File: config.mk
export PLATFORM = sky130hd
export DESIGN_NAME = gimbal_setpoint_speed_controller
export DESIGN_NICKNAME = d
export VERILOG_FILES = /design/src/hw/rtl/gssc_pkg.sv /design/src/hw/rtl/gssc_cfg_regs.sv /design/src/hw/rtl/gssc_ctrl.sv /design/src/hw/rtl/gssc_datapath.sv /design/src/hw/rtl/gimbal_setpoint_speed_controller.sv
export SDC_FILE = /design/constraint.sdc
export NUM_CORES = 2
export LEC_CHECK = 0
export ABC_AREA = 1
export BUFFER_PORTS_ARGS = -buffer_cell sky130_fd_sc_hd__clkbuf_2
export CAP_MARGIN = 20
export CORE_MARGIN = 4
export CORE_UTILIZATION = 57
export CTS_CLUSTER_SIZE = 28
export DETAILED_ROUTE_END_ITERATION = 7
export PLACE_DENSITY_LB_ADDON = 0.05
export SLEW_MARGIN = 20
export SYNTH_ARGS = -nofsm -noshare
export SYNTH_HDL_FRONTEND = slang
export SYNTH_SLANG_ARGS = --single-unit
File: constraint.sdc
create_clock -name clk -period 6.6 [get_ports clk]
set_input_delay 0.66 -clock clk [delete_from_list [all_inputs] [get_ports clk]]
set_output_delay 0.66 -clock clk [all_outputs]
set_load 0.01 [all_outputs]
File: src/hw/rtl/gssc_pkg.sv
// gssc_pkg: shared types and constants of the gimbal setpoint speed controller
// holds the register map, reset values, command struct and fixed output values
// depends on nothing
package gssc_pkg;

	localparam int CFG_IDX_W = 3;
	localparam int CFG_DATA_W = 16;

	localparam logic [CFG_IDX_W-1:0] REG_YAW_STEP        = 3'd0;
	localparam logic [CFG_IDX_W-1:0] REG_PITCH_STEP      = 3'd1;
	localparam logic [CFG_IDX_W-1:0] REG_PITCH_UPPER     = 3'd2;
	localparam logic [CFG_IDX_W-1:0] REG_PITCH_LOWER     = 3'd3;
	localparam logic [CFG_IDX_W-1:0] REG_ANGLE_GAIN      = 3'd4;
	localparam logic [CFG_IDX_W-1:0] REG_YAW_SPEED_MAX   = 3'd5;
	localparam logic [CFG_IDX_W-1:0] REG_PITCH_SPEED_MAX = 3'd6;
	localparam logic [CFG_IDX_W-1:0] REG_ROTOR_SCALE     = 3'd7;

	localparam logic [14:0] RST_YAW_STEP        = 15'd1043;
	localparam logic [14:0] RST_PITCH_STEP      = 15'd313;
	localparam logic [15:0] RST_PITCH_UPPER     = 16'd2608;
	localparam logic [15:0] RST_PITCH_LOWER     = 16'hEFB4;
	localparam logic [15:0] RST_ANGLE_GAIN      = 16'd12566;
	localparam logic [14:0] RST_YAW_SPEED_MAX   = 15'd500;
	localparam logic [14:0] RST_PITCH_SPEED_MAX = 15'd300;
	localparam logic [14:0] RST_ROTOR_SCALE     = 15'd10000;

	typedef struct packed {
		logic [14:0] yaw_step;
		logic [14:0] pitch_step;
		logic [15:0] pitch_upper;
		logic [15:0] pitch_lower;
		logic [15:0] angle_gain;
		logic [14:0] yaw_speed_max;
		logic [14:0] pitch_speed_max;
		logic [14:0] rotor_scale;
	} cfg_t;

	// multiplier operand selection
	localparam int MUL_SEL_W = 3;
	localparam logic [MUL_SEL_W-1:0] MUL_YAW_AXIS   = 3'd0;
	localparam logic [MUL_SEL_W-1:0] MUL_PITCH_AXIS = 3'd1;
	localparam logic [MUL_SEL_W-1:0] MUL_YAW_ERR    = 3'd2;
	localparam logic [MUL_SEL_W-1:0] MUL_PITCH_ERR  = 3'd3;
	localparam logic [MUL_SEL_W-1:0] MUL_ROTOR_AXIS = 3'd4;

	typedef struct packed {
		logic                 load_in;
		logic                 load_held;
		logic                 mul_en;
		logic [MUL_SEL_W-1:0] mul_sel;
		logic                 upd_yaw;
		logic                 upd_pitch;
		logic                 set_yaw_speed;
		logic                 set_pitch_speed;
		logic                 set_out;
	} cmd_t;

	localparam logic [8:0]  GIMBAL_GAIN        = 9'd300;
	localparam logic [3:0]  ROTOR_GAIN         = 4'd10;
	localparam logic [4:0]  FEEDER_GAIN        = 5'd20;
	localparam logic [13:0] LEFT_FEEDER_SPEED  = 14'h2C78;
	localparam logic [12:0] RIGHT_FEEDER_SPEED = 13'd5000;

endpackage

File: src/hw/rtl/gssc_cfg_regs.sv
// gssc_cfg_regs: configuration register file of the controller
// write-only registers loaded from the plain write port
// depends on gssc_pkg
module gssc_cfg_regs (
	input  logic                             clk,
	input  logic                             arst_n,
	input  logic                             cfg_we,
	input  logic [gssc_pkg::CFG_IDX_W-1:0]   cfg_index,
	input  logic [gssc_pkg::CFG_DATA_W-1:0]  cfg_data,
	output gssc_pkg::cfg_t                   cfg
);

	gssc_pkg::cfg_t cfg_q;

	always_ff @(posedge clk or negedge arst_n) begin
		if (!arst_n) begin
			cfg_q.yaw_step        <= gssc_pkg::RST_YAW_STEP;
			cfg_q.pitch_step      <= gssc_pkg::RST_PITCH_STEP;
			cfg_q.pitch_upper     <= gssc_pkg::RST_PITCH_UPPER;
			cfg_q.pitch_lower     <= gssc_pkg::RST_PITCH_LOWER;
			cfg_q.angle_gain      <= gssc_pkg::RST_ANGLE_GAIN;
			cfg_q.yaw_speed_max   <= gssc_pkg::RST_YAW_SPEED_MAX;
			cfg_q.pitch_speed_max <= gssc_pkg::RST_PITCH_SPEED_MAX;
			cfg_q.rotor_scale     <= gssc_pkg::RST_ROTOR_SCALE;
		end else if (cfg_we) begin
			case (cfg_index)
				gssc_pkg::REG_YAW_STEP:        cfg_q.yaw_step        <= cfg_data[14:0];
				gssc_pkg::REG_PITCH_STEP:      cfg_q.pitch_step      <= cfg_data[14:0];
				gssc_pkg::REG_PITCH_UPPER:     cfg_q.pitch_upper     <= cfg_data;
				gssc_pkg::REG_PITCH_LOWER:     cfg_q.pitch_lower     <= cfg_data;
				gssc_pkg::REG_ANGLE_GAIN:      cfg_q.angle_gain      <= cfg_data;
				gssc_pkg::REG_YAW_SPEED_MAX:   cfg_q.yaw_speed_max   <= cfg_data[14:0];
				gssc_pkg::REG_PITCH_SPEED_MAX: cfg_q.pitch_speed_max <= cfg_data[14:0];
				gssc_pkg::REG_ROTOR_SCALE:     cfg_q.rotor_scale     <= cfg_data[14:0];
				default: ;
			endcase
		end
	end

	assign cfg = cfg_q;

endmodule

File: src/hw/rtl/gssc_ctrl.sv
// gssc_ctrl: sequencing state machine of the controller
// steps the shared multiplier through five products and owns both handshakes
// depends on gssc_pkg
module gssc_ctrl (
	input  logic           clk,
	input  logic           arst_n,
	input  logic           in_valid,
	output logic           in_ready,
	input  logic           kind,
	output logic           out_valid,
	input  logic           out_ready,
	output gssc_pkg::cmd_t cmd
);

	localparam logic [2:0] ST_IDLE      = 3'd0;
	localparam logic [2:0] ST_YAW_AXIS  = 3'd1;
	localparam logic [2:0] ST_PITCH_AX  = 3'd2;
	localparam logic [2:0] ST_YAW_ERR   = 3'd3;
	localparam logic [2:0] ST_PITCH_ERR = 3'd4;
	localparam logic [2:0] ST_ROTOR     = 3'd5;
	localparam logic [2:0] ST_OUT       = 3'd6;

	logic [2:0] state_q;
	logic [2:0] state_d;
	logic       out_valid_q;
	logic       accept;
	logic       out_free;

	assign in_ready = (state_q == ST_IDLE);
	assign accept   = in_valid && in_ready;
	assign out_free = !out_valid_q || out_ready;

	always_comb begin
		state_d = state_q;
		cmd     = '0;
		cmd.mul_sel = gssc_pkg::MUL_YAW_AXIS;
		case (state_q)
			ST_IDLE: begin
				cmd.load_in   = accept && kind;
				cmd.load_held = accept && !kind;
				if (accept && kind) begin
					state_d = ST_YAW_AXIS;
				end
			end
			ST_YAW_AXIS: begin
				cmd.mul_en  = 1'b1;
				cmd.mul_sel = gssc_pkg::MUL_YAW_AXIS;
				state_d     = ST_PITCH_AX;
			end
			ST_PITCH_AX: begin
				cmd.mul_en  = 1'b1;
				cmd.mul_sel = gssc_pkg::MUL_PITCH_AXIS;
				cmd.upd_yaw = 1'b1;
				state_d     = ST_YAW_ERR;
			end
			ST_YAW_ERR: begin
				cmd.mul_en    = 1'b1;
				cmd.mul_sel   = gssc_pkg::MUL_YAW_ERR;
				cmd.upd_pitch = 1'b1;
				state_d       = ST_PITCH_ERR;
			end
			ST_PITCH_ERR: begin
				cmd.mul_en        = 1'b1;
				cmd.mul_sel       = gssc_pkg::MUL_PITCH_ERR;
				cmd.set_yaw_speed = 1'b1;
				state_d           = ST_ROTOR;
			end
			ST_ROTOR: begin
				cmd.mul_en          = 1'b1;
				cmd.mul_sel         = gssc_pkg::MUL_ROTOR_AXIS;
				cmd.set_pitch_speed = 1'b1;
				state_d             = ST_OUT;
			end
			ST_OUT: begin
				cmd.set_out = out_free;
				if (out_free) begin
					state_d = ST_IDLE;
				end
			end
			default: begin
				state_d = ST_IDLE;
			end
		endcase
	end

	always_ff @(posedge clk or negedge arst_n) begin
		if (!arst_n) begin
			state_q     <= ST_IDLE;
			out_valid_q <= 1'b0;
		end else begin
			state_q <= state_d;
			if (cmd.set_out) begin
				out_valid_q <= 1'b1;
			end else if (out_ready) begin
				out_valid_q <= 1'b0;
			end
		end
	end

	assign out_valid = out_valid_q;

endmodule

File: src/hw/rtl/gssc_datapath.sv
// gssc_datapath: targets, latched angles, shared multiplier and result registers
// driven by the command struct of gssc_ctrl
// depends on gssc_pkg
module gssc_datapath #(
	parameter int ANGLE_BITS = 16
) (
	input  logic               clk,
	input  logic               arst_n,
	input  gssc_pkg::cmd_t     cmd,
	input  gssc_pkg::cfg_t     cfg,
	input  logic signed [15:0] measured_yaw,
	input  logic signed [15:0] measured_pitch,
	input  logic signed [15:0] axis_yaw,
	input  logic signed [15:0] axis_pitch,
	input  logic signed [15:0] axis_rotor,
	input  logic               aim_button,
	input  logic               fire_button,
	output logic               gimbal_enable,
	output logic [8:0]         gimbal_gain,
	output logic signed [15:0] yaw_speed,
	output logic signed [15:0] pitch_speed,
	output logic               shooter_enable,
	output logic [3:0]         rotor_gain,
	output logic [4:0]         feeder_gain,
	output logic signed [15:0] rotor_speed,
	output logic signed [13:0] left_feeder_speed,
	output logic [12:0]        right_feeder_speed
);

	localparam int OPA_W = (ANGLE_BITS > 17) ? ANGLE_BITS : 17;
	localparam int PW    = OPA_W + 17;

	logic signed [ANGLE_BITS-1:0] yaw_target_q;
	logic signed [15:0]           pitch_target_q;
	logic signed [15:0]           held_yaw_q;
	logic signed [15:0]           held_pitch_q;
	logic signed [15:0]           axis_yaw_q;
	logic signed [15:0]           axis_pitch_q;
	logic signed [15:0]           axis_rotor_q;
	logic                         aim_q;
	logic                         fire_q;
	logic signed [PW-1:0]         prod_q;
	logic signed [15:0]           yaw_speed_q;
	logic signed [15:0]           pitch_speed_q;

	logic                         gimbal_on;
	logic signed [ANGLE_BITS-1:0] err_yaw;
	logic signed [ANGLE_BITS-1:0] err_pitch;
	logic signed [OPA_W-1:0]      op_a;
	logic signed [16:0]           op_b;
	logic signed [PW-1:0]         bias15;
	logic signed [PW-1:0]         bias16;
	logic signed [PW-1:0]         q15;
	logic signed [PW-1:0]         q16;
	logic signed [OPA_W-1:0]      delta;
	logic signed [17:0]           pitch_sum;
	logic signed [17:0]           upper_x;
	logic signed [17:0]           lower_x;
	logic signed [15:0]           pitch_next;
	logic signed [PW-1:0]         smax;
	logic signed [15:0]           speed_sat;

	assign gimbal_on = aim_q || fire_q;

	assign err_yaw   = yaw_target_q - ANGLE_BITS'(held_yaw_q);
	assign err_pitch = ANGLE_BITS'(pitch_target_q) - ANGLE_BITS'(held_pitch_q);

	always_comb begin
		case (cmd.mul_sel)
			gssc_pkg::MUL_YAW_AXIS: begin
				op_a = -OPA_W'(axis_yaw_q);
				op_b = $signed({2'b00, cfg.yaw_step});
			end
			gssc_pkg::MUL_PITCH_AXIS: begin
				op_a = -OPA_W'(axis_pitch_q);
				op_b = $signed({2'b00, cfg.pitch_step});
			end
			gssc_pkg::MUL_YAW_ERR: begin
				op_a = OPA_W'(err_yaw);
				op_b = $signed({1'b0, cfg.angle_gain});
			end
			gssc_pkg::MUL_PITCH_ERR: begin
				op_a = OPA_W'(err_pitch);
				op_b = $signed({1'b0, cfg.angle_gain});
			end
			gssc_pkg::MUL_ROTOR_AXIS: begin
				op_a = -OPA_W'(axis_rotor_q);
				op_b = $signed({2'b00, cfg.rotor_scale});
			end
			default: begin
				op_a = '0;
				op_b = '0;
			end
		endcase
	end

	// quotients truncated toward zero
	assign bias15 = prod_q[PW-1] ? PW'(32'sd32767) : '0;
	assign bias16 = prod_q[PW-1] ? PW'(32'sd65535) : '0;
	assign q15    = (prod_q + bias15) >>> 15;
	assign q16    = (prod_q + bias16) >>> 16;
	assign delta  = q15[OPA_W-1:0];

	assign pitch_sum = 18'(pitch_target_q) + 18'(delta);
	assign upper_x   = 18'($signed(cfg.pitch_upper));
	assign lower_x   = 18'($signed(cfg.pitch_lower));

	always_comb begin
		if (pitch_sum > upper_x) begin
			pitch_next = cfg.pitch_upper;
		end else if (pitch_sum < lower_x) begin
			pitch_next = cfg.pitch_lower;
		end else begin
			pitch_next = pitch_sum[15:0];
		end
	end

	always_comb begin
		if (cmd.set_yaw_speed) begin
			smax = PW'($signed({1'b0, cfg.yaw_speed_max}));
		end else begin
			smax = PW'($signed({1'b0, cfg.pitch_speed_max}));
		end
		if (q16 > smax) begin
			speed_sat = smax[15:0];
		end else if (q16 < -smax) begin
			speed_sat = 16'(-smax);
		end else begin
			speed_sat = q16[15:0];
		end
	end

	always_ff @(posedge clk or negedge arst_n) begin
		if (!arst_n) begin
			yaw_target_q   <= '0;
			pitch_target_q <= '0;
			held_yaw_q     <= '0;
			held_pitch_q   <= '0;
		end else begin
			if (cmd.load_held) begin
				held_yaw_q   <= measured_yaw;
				held_pitch_q <= measured_pitch;
			end
			if (cmd.upd_yaw && gimbal_on) begin
				yaw_target_q <= yaw_target_q + delta[ANGLE_BITS-1:0];
			end
			if (cmd.upd_pitch && gimbal_on) begin
				pitch_target_q <= pitch_next;
			end
		end
	end

	always_ff @(posedge clk) begin
		if (cmd.load_in) begin
			axis_yaw_q   <= axis_yaw;
			axis_pitch_q <= axis_pitch;
			axis_rotor_q <= axis_rotor;
			aim_q        <= aim_button;
			fire_q       <= fire_button;
		end
		if (cmd.mul_en) begin
			prod_q <= PW'(op_a) * PW'(op_b);
		end
		if (cmd.set_yaw_speed) begin
			yaw_speed_q <= speed_sat;
		end
		if (cmd.set_pitch_speed) begin
			pitch_speed_q <= speed_sat;
		end
		if (cmd.set_out) begin
			gimbal_enable      <= gimbal_on;
			gimbal_gain        <= gimbal_on ? gssc_pkg::GIMBAL_GAIN : '0;
			yaw_speed          <= gimbal_on ? yaw_speed_q : '0;
			pitch_speed        <= gimbal_on ? pitch_speed_q : '0;
			shooter_enable     <= fire_q;
			rotor_gain         <= fire_q ? gssc_pkg::ROTOR_GAIN : '0;
			feeder_gain        <= fire_q ? gssc_pkg::FEEDER_GAIN : '0;
			rotor_speed        <= fire_q ? q15[15:0] : '0;
			left_feeder_speed  <= fire_q ? gssc_pkg::LEFT_FEEDER_SPEED : '0;
			right_feeder_speed <= fire_q ? gssc_pkg::RIGHT_FEEDER_SPEED : '0;
		end
	end

endmodule

File: src/hw/rtl/gimbal_setpoint_speed_controller.sv
// gimbal_setpoint_speed_controller: top level of the gimbal setpoint speed controller
// a joystick item steps the one shared multiplier through five products in turn,
// then registers its result once the output is free; a new item is taken only in idle,
// after the last is through; an attitude item is taken in idle and gives no result
// the result register frees the input side while a result waits for its transfer
// reset: asynchronous, clears targets, held angles and control, loads register defaults
module gimbal_setpoint_speed_controller #(
	parameter int ANGLE_BITS = 16
) (
	input  logic                             clk,
	input  logic                             arst_n,
	input  logic                             cfg_we,
	input  logic [gssc_pkg::CFG_IDX_W-1:0]   cfg_index,
	input  logic [gssc_pkg::CFG_DATA_W-1:0]  cfg_data,
	input  logic                             in_valid,
	output logic                             in_ready,
	input  logic                             kind,
	input  logic signed [15:0]               measured_yaw,
	input  logic signed [15:0]               measured_pitch,
	input  logic signed [15:0]               axis_yaw,
	input  logic signed [15:0]               axis_pitch,
	input  logic signed [15:0]               axis_rotor,
	input  logic                             aim_button,
	input  logic                             fire_button,
	output logic                             out_valid,
	input  logic                             out_ready,
	output logic                             gimbal_enable,
	output logic [8:0]                       gimbal_gain,
	output logic signed [15:0]               yaw_speed,
	output logic signed [15:0]               pitch_speed,
	output logic                             shooter_enable,
	output logic [3:0]                       rotor_gain,
	output logic [4:0]                       feeder_gain,
	output logic signed [15:0]               rotor_speed,
	output logic signed [13:0]               left_feeder_speed,
	output logic [12:0]                      right_feeder_speed
);

	gssc_pkg::cfg_t cfg;
	gssc_pkg::cmd_t cmd;

	gssc_cfg_regs u_cfg_regs (
		.clk       (clk),
		.arst_n    (arst_n),
		.cfg_we    (cfg_we),
		.cfg_index (cfg_index),
		.cfg_data  (cfg_data),
		.cfg       (cfg)
	);

	gssc_ctrl u_ctrl (
		.clk       (clk),
		.arst_n    (arst_n),
		.in_valid  (in_valid),
		.in_ready  (in_ready),
		.kind      (kind),
		.out_valid (out_valid),
		.out_ready (out_ready),
		.cmd       (cmd)
	);

	gssc_datapath #(
		.ANGLE_BITS (ANGLE_BITS)
	) u_datapath (
		.clk                (clk),
		.arst_n             (arst_n),
		.cmd                (cmd),
		.cfg                (cfg),
		.measured_yaw       (measured_yaw),
		.measured_pitch     (measured_pitch),
		.axis_yaw           (axis_yaw),
		.axis_pitch         (axis_pitch),
		.axis_rotor         (axis_rotor),
		.aim_button         (aim_button),
		.fire_button        (fire_button),
		.gimbal_enable      (gimbal_enable),
		.gimbal_gain        (gimbal_gain),
		.yaw_speed          (yaw_speed),
		.pitch_speed        (pitch_speed),
		.shooter_enable     (shooter_enable),
		.rotor_gain         (rotor_gain),
		.feeder_gain        (feeder_gain),
		.rotor_speed        (rotor_speed),
		.left_feeder_speed  (left_feeder_speed),
		.right_feeder_speed (right_feeder_speed)
	);

endmodule
# ---- After elaboration in Yosys (flattened, before gate mapping)
# Cells that the tools add are included.
dict set report word_totals {
  in_bits 107
  ff_bits 402
  output_inout_bits 97
  elab_cells 115
}
dict set report op_classes {
  addsub 10
  n_eq_ne 19
  n_mux 26
  mul 1
  n_lt_le_gt_ge 4
  n_reduce_logical 23
}
# op n
set op_table {}
lappend op_table {{17-bit one-hot mux with 5 select lines} 1}
lappend op_table {{16-bit two-way mux} 5}
lappend op_table {{16-bit one-hot mux with 4 select lines} 1}
lappend op_table {{16-bit negation with 17-bit output} 3}
lappend op_table {{18-bit by 16-bit greater-than comparator with 1-bit output} 2}
lappend op_table {{34-bit by 17-bit adder with 34-bit output} 1}
lappend op_table {{18-bit by 34-bit < comparator with 1-bit output} 1}
lappend op_table {{17-bit by 17-bit multiplier with 34-bit output} 1}
lappend op_table {{15-bit negation with 34-bit output} 1}
lappend op_table {{32-bit by 16-bit adder with 32-bit output} 1}
lappend op_table {{16-bit subtractor} 2}
lappend op_table {{15-bit two-way mux} 2}
lappend op_table {{3-bit == test (second input constant)} 8}
lappend op_table {{3-bit one-hot mux with 7 select lines} 1}
lappend op_table {{4-bit one-hot mux with 5 select lines} 1}
lappend op_table {{16-bit by 17-bit adder with 18-bit output} 1}
lappend op_table {{3-bit by 2-bit == test with 1-bit output (second input constant)} 6}
lappend op_table {{18-bit by 16-bit < comparator with 1-bit output} 1}
lappend op_table {{2-bit AND reduction} 9}
lappend op_table {{16-bit adder} 1}
lappend op_table {{14-bit two-way mux} 1}
lappend op_table {{13-bit two-way mux} 1}
lappend op_table {{3-bit by 1-bit == test with 1-bit output (second input constant)} 3}
lappend op_table {{3-bit logical NOT} 3}
lappend op_table {{13 further kinds} 26}

# ---- Depth between registers and ports, before layout
dict set report depth {
  ltp_word 7
  depth_mapped 42
  depth_no_buf 41
}

# ---- By module
# From an unflattened synthesis, not the netlist that was laid out.
dict set report unflattened {
  hier_cells 4613
  area_unflattened_um2 34830.9
}
# mod seq_area_each_um2 instances cells_per_inst area_each_um2
set by_module_without_submodules {}
lappend by_module_without_submodules {gssc_datapath 6586.3 1 4007 29624.7}
lappend by_module_without_submodules {gssc_cfg_regs 3134.3 1 558 4888.4}
lappend by_module_without_submodules {gssc_ctrl 100.1 1 48 317.8}

# ---- Worst setup path after synthesis
# No wires, ideal clock.
dict set report synth_timing {
  path_kind {register -> register}
  start {register u_datapath.pitch_target_q[6]}
  end {register u_datapath.prod_q[33], data pin}
  path_stages_with_launch 33
  path_slack_ns -0.496
  required_ns 6.335
  arrival_time_ns 6.831
  setup_time_ns 0.265
  synth_period_minus_slack_ns 7.096
  cell_sequence {dfrtp_1 > ha_1 > nand2_1 > or2_2 > nand3_1 > nand3_1 > nand2_1 > nand2_1 > nand3_1 > nand3_2 > buf_4 > nand2_1 > inv_1 > fa_1 > inv_1 > fa_1 > inv_1 > fa_1 > inv_1 > fa_1 > inv_1 > fa_1 > inv_1 > fa_1 > inv_1 > ha_1 > inv_1 > nor3_1 > nand2_1 > nor4_1 > nand2_1 > o211ai_1 > xor2_1}
}
dict set report synth_between {
  elab_chain_len 3
}
# element line
set synth_rtl {}
lappend synth_rtl {{start, declared} gssc_datapath.sv:34} ;# logic signed [15:0] pitch_target_q;
lappend synth_rtl {{start signal, assigned} gssc_datapath.sv:148} ;# pitch_target_q <= pitch_next;
lappend synth_rtl {{16-bit subtractor} gssc_datapath.sv:66} ;# assign err_pitch = ANGLE_BITS'(pitch_target_q) - ANGLE_BITS'(held_pitch_q);
lappend synth_rtl {{17-bit one-hot mux with 5 select lines} gssc_datapath.sv:69} ;# case (cmd.mul_sel)
lappend synth_rtl {{17-bit by 17-bit multiplier with 34-bit output} gssc_datapath.sv:162} ;# prod_q <= PW'(op_a) * PW'(op_b);
lappend synth_rtl {{end signal, assigned} gssc_datapath.sv:162}
lappend synth_rtl {{end, declared} gssc_datapath.sv:42} ;# logic signed [PW-1:0] prod_q;
# Every way passes these cells.
# A chain may end at the register's enable or synchronous reset.

# ---- Worst setup path after layout
dict set report layout_timing {
  start {register u_datapath.yaw_target_q[2]}
  end {register u_datapath.prod_q[26], data pin}
}
dict set report layout_between {
  elab_chain_len 3
}
# element line
set layout_rtl {}
lappend layout_rtl {{start, declared} gssc_datapath.sv:33} ;# logic signed [ANGLE_BITS-1:0] yaw_target_q;
lappend layout_rtl {{start signal, assigned} gssc_datapath.sv:145} ;# yaw_target_q <= yaw_target_q + delta[ANGLE_BITS-1:0];
lappend layout_rtl {{16-bit subtractor} gssc_datapath.sv:65} ;# assign err_yaw = yaw_target_q - ANGLE_BITS'(held_yaw_q);
lappend layout_rtl {{17-bit one-hot mux with 5 select lines} gssc_datapath.sv:69}
lappend layout_rtl {{17-bit by 17-bit multiplier with 34-bit output} gssc_datapath.sv:162}
# Every way passes these cells.

==> key figures <==
Outcome
  – Outcome: complete, but fails checks
  – Violated checks: negative setup slack

Setup path
  – Slowest CP cell: fa_2
  – Highest fanout seen on the critical path: 8
  – Crit-path leading delay family: adder cells
  – Buf+Inv Stages, Crit Path: 7
  – Setup crit end kind: register
  – Delay contributed by the slowest stage of the critical path: 0.58 ns
  – Data arrival at the endpoint of the critical path: 7.56 ns
  – Worst Setup Start Kind: register
  – Critical Path RT: 7.00 ns
  – Category of the critical setup timing path: register to register

Final layout
  – Layout area overhead: 26.5%
  – Ant diodes: 0
  – Final-stage net count: approximately 5.7k
  – Area of all sequential standard cells: roughly 9800 um2
  – Filler cell count: 4660
  – Multi-input logic area: 21800 um2
  – Proportion of layout cells with a drive suffix above 1: 0.261

Yosys
  – Netlist area before placement: 34200 um2
  – Synth top area share: 0.166
  – Synthesized instance count: 4358
  – Commonest cells in the netlist: nand2_1, inv_1, nor2_1
  – Biggest area consumer among synthesized cells: fa_1
  – Unique cell type count in the Yosys netlist: 69
  – Ys Warns: 0
  – Most common cell in the synthesized netlist: nand2_1
  – Count of flip-flops with a built-in enable after synthesis: ~170
  – Flip-flop cell with the highest count after synthesis: edfxtp_1
  – Synth area leaders: fa_1, edfxtp_1, nand2_1
  – Synthesized area divided by synthesized cell count: 7.84 um2
  – Post-synthesis async set-or-reset flop share: 0.535
  – Flip-flop and latch count after synthesis: 357
  – Share of the yosys chip area belonging to registers: 0.287

Die
  – Die Footprint: between 60000 and 70000 um2
  – Die Wd: 253 um
  – Die extent in y: 253 um
  – Placeable core area: 59200 um2
  – Number of cell rows: 89
  – Number of top-level pins: 204
  – Initial standard-cell utilization of the core: 0.577

Timing
  – Fin. max-slew vios: 0
  – Max Clock Skew: 0.0360 ns
  – Final setup viols: 23
  – Worst slew pin tran: 1.06 ns
  – RSZ-0062 raised after global routing: true
  – Relative slew margins: 0.292
  – Highest Clock Rate: between 0.1 and 0.15 GHz
  – Hold_ws: 0.0464 ns
  – Number of hold-slack violations in the final timing report: 0
  – Post-route fraction of the period consumed by the critical path: 1.08
  – Post-layout minimum cycle time: 7.15 ns
  – Worst setup margin: -0.553 ns

GRT
  – Number of antenna violations at the first check in global routing: 0
  – Total global-route track usage: 0.311
  – Total congestion overflow: 0
  – Wire length of the first global-routing pass: 158000 um
  – Pin count of the biggest net entering global routing: 123
  – Vias in the first global route: approximately 30k

Routing
  – Routed vias: 30.5k
  – Initial DRT Pass Iterations: 5
  – Routed Wire Length: 99700 um
  – Average wire length per cell after detail routing: between 15 and 20 um
  – Avg Vias per Cell: 5.22
  – Post-detailed-route count of antenna-violating nets: 0
  – First DRT Iteration DRCs: 2046
  – # DRC: 0

Clock network
  – Number of H-tree branching levels: 2
  – Source-to-sink clock delay at the later pin of the worst-skew pair: between 0.5 and 0.6 ns
  – TritonCTS clock tree: done
  – Number of buffers inserted by hold repair at cts: 0
  – Maximum clock insertion buffer count: 3
  – Number of buffers inserted during clock tree synthesis: 41
  – # clock sinks: 357
  – Buffer cell driving the clock tree root: clkbuf_16
  – Clock transition at the register clock pins on the worst setup and hold paths after CTS: around 0.06 ns

Placement
  – Half-perimeter wire length after placement: about 80000 um
  – Routability cong.: 0.977
  – Number of I/O port buffers: 178

Job
  – Count of max-cap constraint violations: 0

Min path
  – Path type of the worst min-delay path: primary input to asynchronous set/reset pin
-- cell usage in the layout (no fill, tap or decap), types with 29 or more instances in the layout --
cell type and instances:
nand2_2 58, nand3_1 179, fa_1 264, ha_4 45
buf_4 520, buf_6 33, edfxtp_1 166, clkbuf_16 45
inv_2 91, o21ai_0 222, nor3_1 32, ha_1 201
a21oi_2 29, clkbuf_2 177, a21oi_1 140, dfstp_2 45
nand2_1 1019, xor2_1 39, inv_1 850, dfrtp_1 144
nand4_1 45, nor2_1 286
-- final timing paths --
| path | start | end | slack [ns] | depth (start not counted) |
|---|---|---|---|---|
| min reg2reg | u_cfg_regs.cfg[28]$_DFFE_PN0P_ | u_cfg_regs.cfg[28]$_DFFE_PN0P_ | 0.49 | 2 |
| max | u_datapath.yaw_target_q[2]$_DFFE_PN0P_ | u_datapath.prod_q[26]$_DFFE_PN_ | -0.55 | 29 |
| max in group asynchronous | arst_n | u_cfg_regs.cfg[107]$_DFFE_PN0P_ | 4.92 | 3 |
| min | arst_n | u_cfg_regs.cfg[62]$_DFFE_PN0P_ | 0.05 | 1 |
| min in group clk | axis_pitch[3] | u_datapath.axis_pitch_q[3]$_DFFE_PP_ | 0.25 | 1 |
| max reg2reg | u_datapath.yaw_target_q[2]$_DFFE_PN0P_ | u_datapath.prod_q[26]$_DFFE_PN_ | -0.55 | 29 |
-- stage by stage --
stage | setup slack [ns] | instance area (um2) | TNS, ns | instances | utilization
after floorplan | -0.0402 | 34600 | -0.0402 | 4382 | -
after global placement | -0.703 | 39500 | -11.17 | 5687 | 0.667
after detailed placement | -0.791 | 39600 | -12.17 | 5688 | 0.668
after CTS | -0.368 | 42300 | -5.07 | 5816 | 0.714
after global routing | -0.774 | 43200 | -13.14 | 5846 | 0.730
final | -0.553 | 43200 | -8.08 | 5846 | 0.730
-- layer usage --
layer  wire [um]  global-route usage
met5           0                   0
met4        4910               0.126
met3        6800              0.0509
met2       46500               0.515
met1       41500               0.411
-- worst register-to-register path, delay by kind of cell, from the launching register on --
family,cells,cell delay (ns)
AO/OA/AOI/OAI,4,0.67
XOR/XNOR,1,0.16
adder cells (fa/ha/maj),8,3.50
buffers and inverters,7,0.82
flip-flops,1,0.42
AND/OR/NAND/NOR,9,1.43
-- area by class of cell --
type,count,area share
inverters,945,0.0824
flip-flops and latches,357,0.227
multi-input cells,2940,0.505
clock inverters,14,0.00316
repair buffers,755,0.131
clock buffers,62,0.0287
well taps,773,0.0224
-- cell families after synthesis --
family          after synthesis  share of synthesized area
simple gates               1780                      0.219
flops                       357                      0.287
xor+xnor                     68                     0.0176
compound gates              531                     0.0884
mux                           4                    0.00132
other cells                   1                   0.000110
fa+ha+maj                   532                      0.257
buf+inv                    1085                      0.129
-- what timing repair did --
action | CTS | global route
setup endpoints to repair | 23 | 25
hold endpoints to repair | 0 | 0
resized for setup | 233 | 200
gates cloned | 1 | 0
buffers inserted | 56 | 32
pin swaps | 190 | 92
-- sequential cells by signal (all words and copies together) (netlist names), 3 cells and up --
signal / cells
u_datapath.rotor_speed: 16
u_datapath.yaw_speed: 16
u_datapath.axis_pitch_q: 16
u_ctrl.state_q: 3
u_datapath.held_yaw_q: 16
u_datapath.axis_rotor_q: 16
u_datapath.pitch_speed_q: 16
u_datapath.pitch_target_q: 16
u_cfg_regs.cfg: 123
u_datapath.held_pitch_q: 16
u_datapath.yaw_target_q: 16
u_datapath.pitch_speed: 16
u_datapath.prod_q: 34
u_datapath.yaw_speed_q: 16
u_datapath.axis_yaw_q: 16
Power is left out: the tool's default activity adds up to more than one toggle a clock period on the data nets, which glitch-free logic cannot reach.
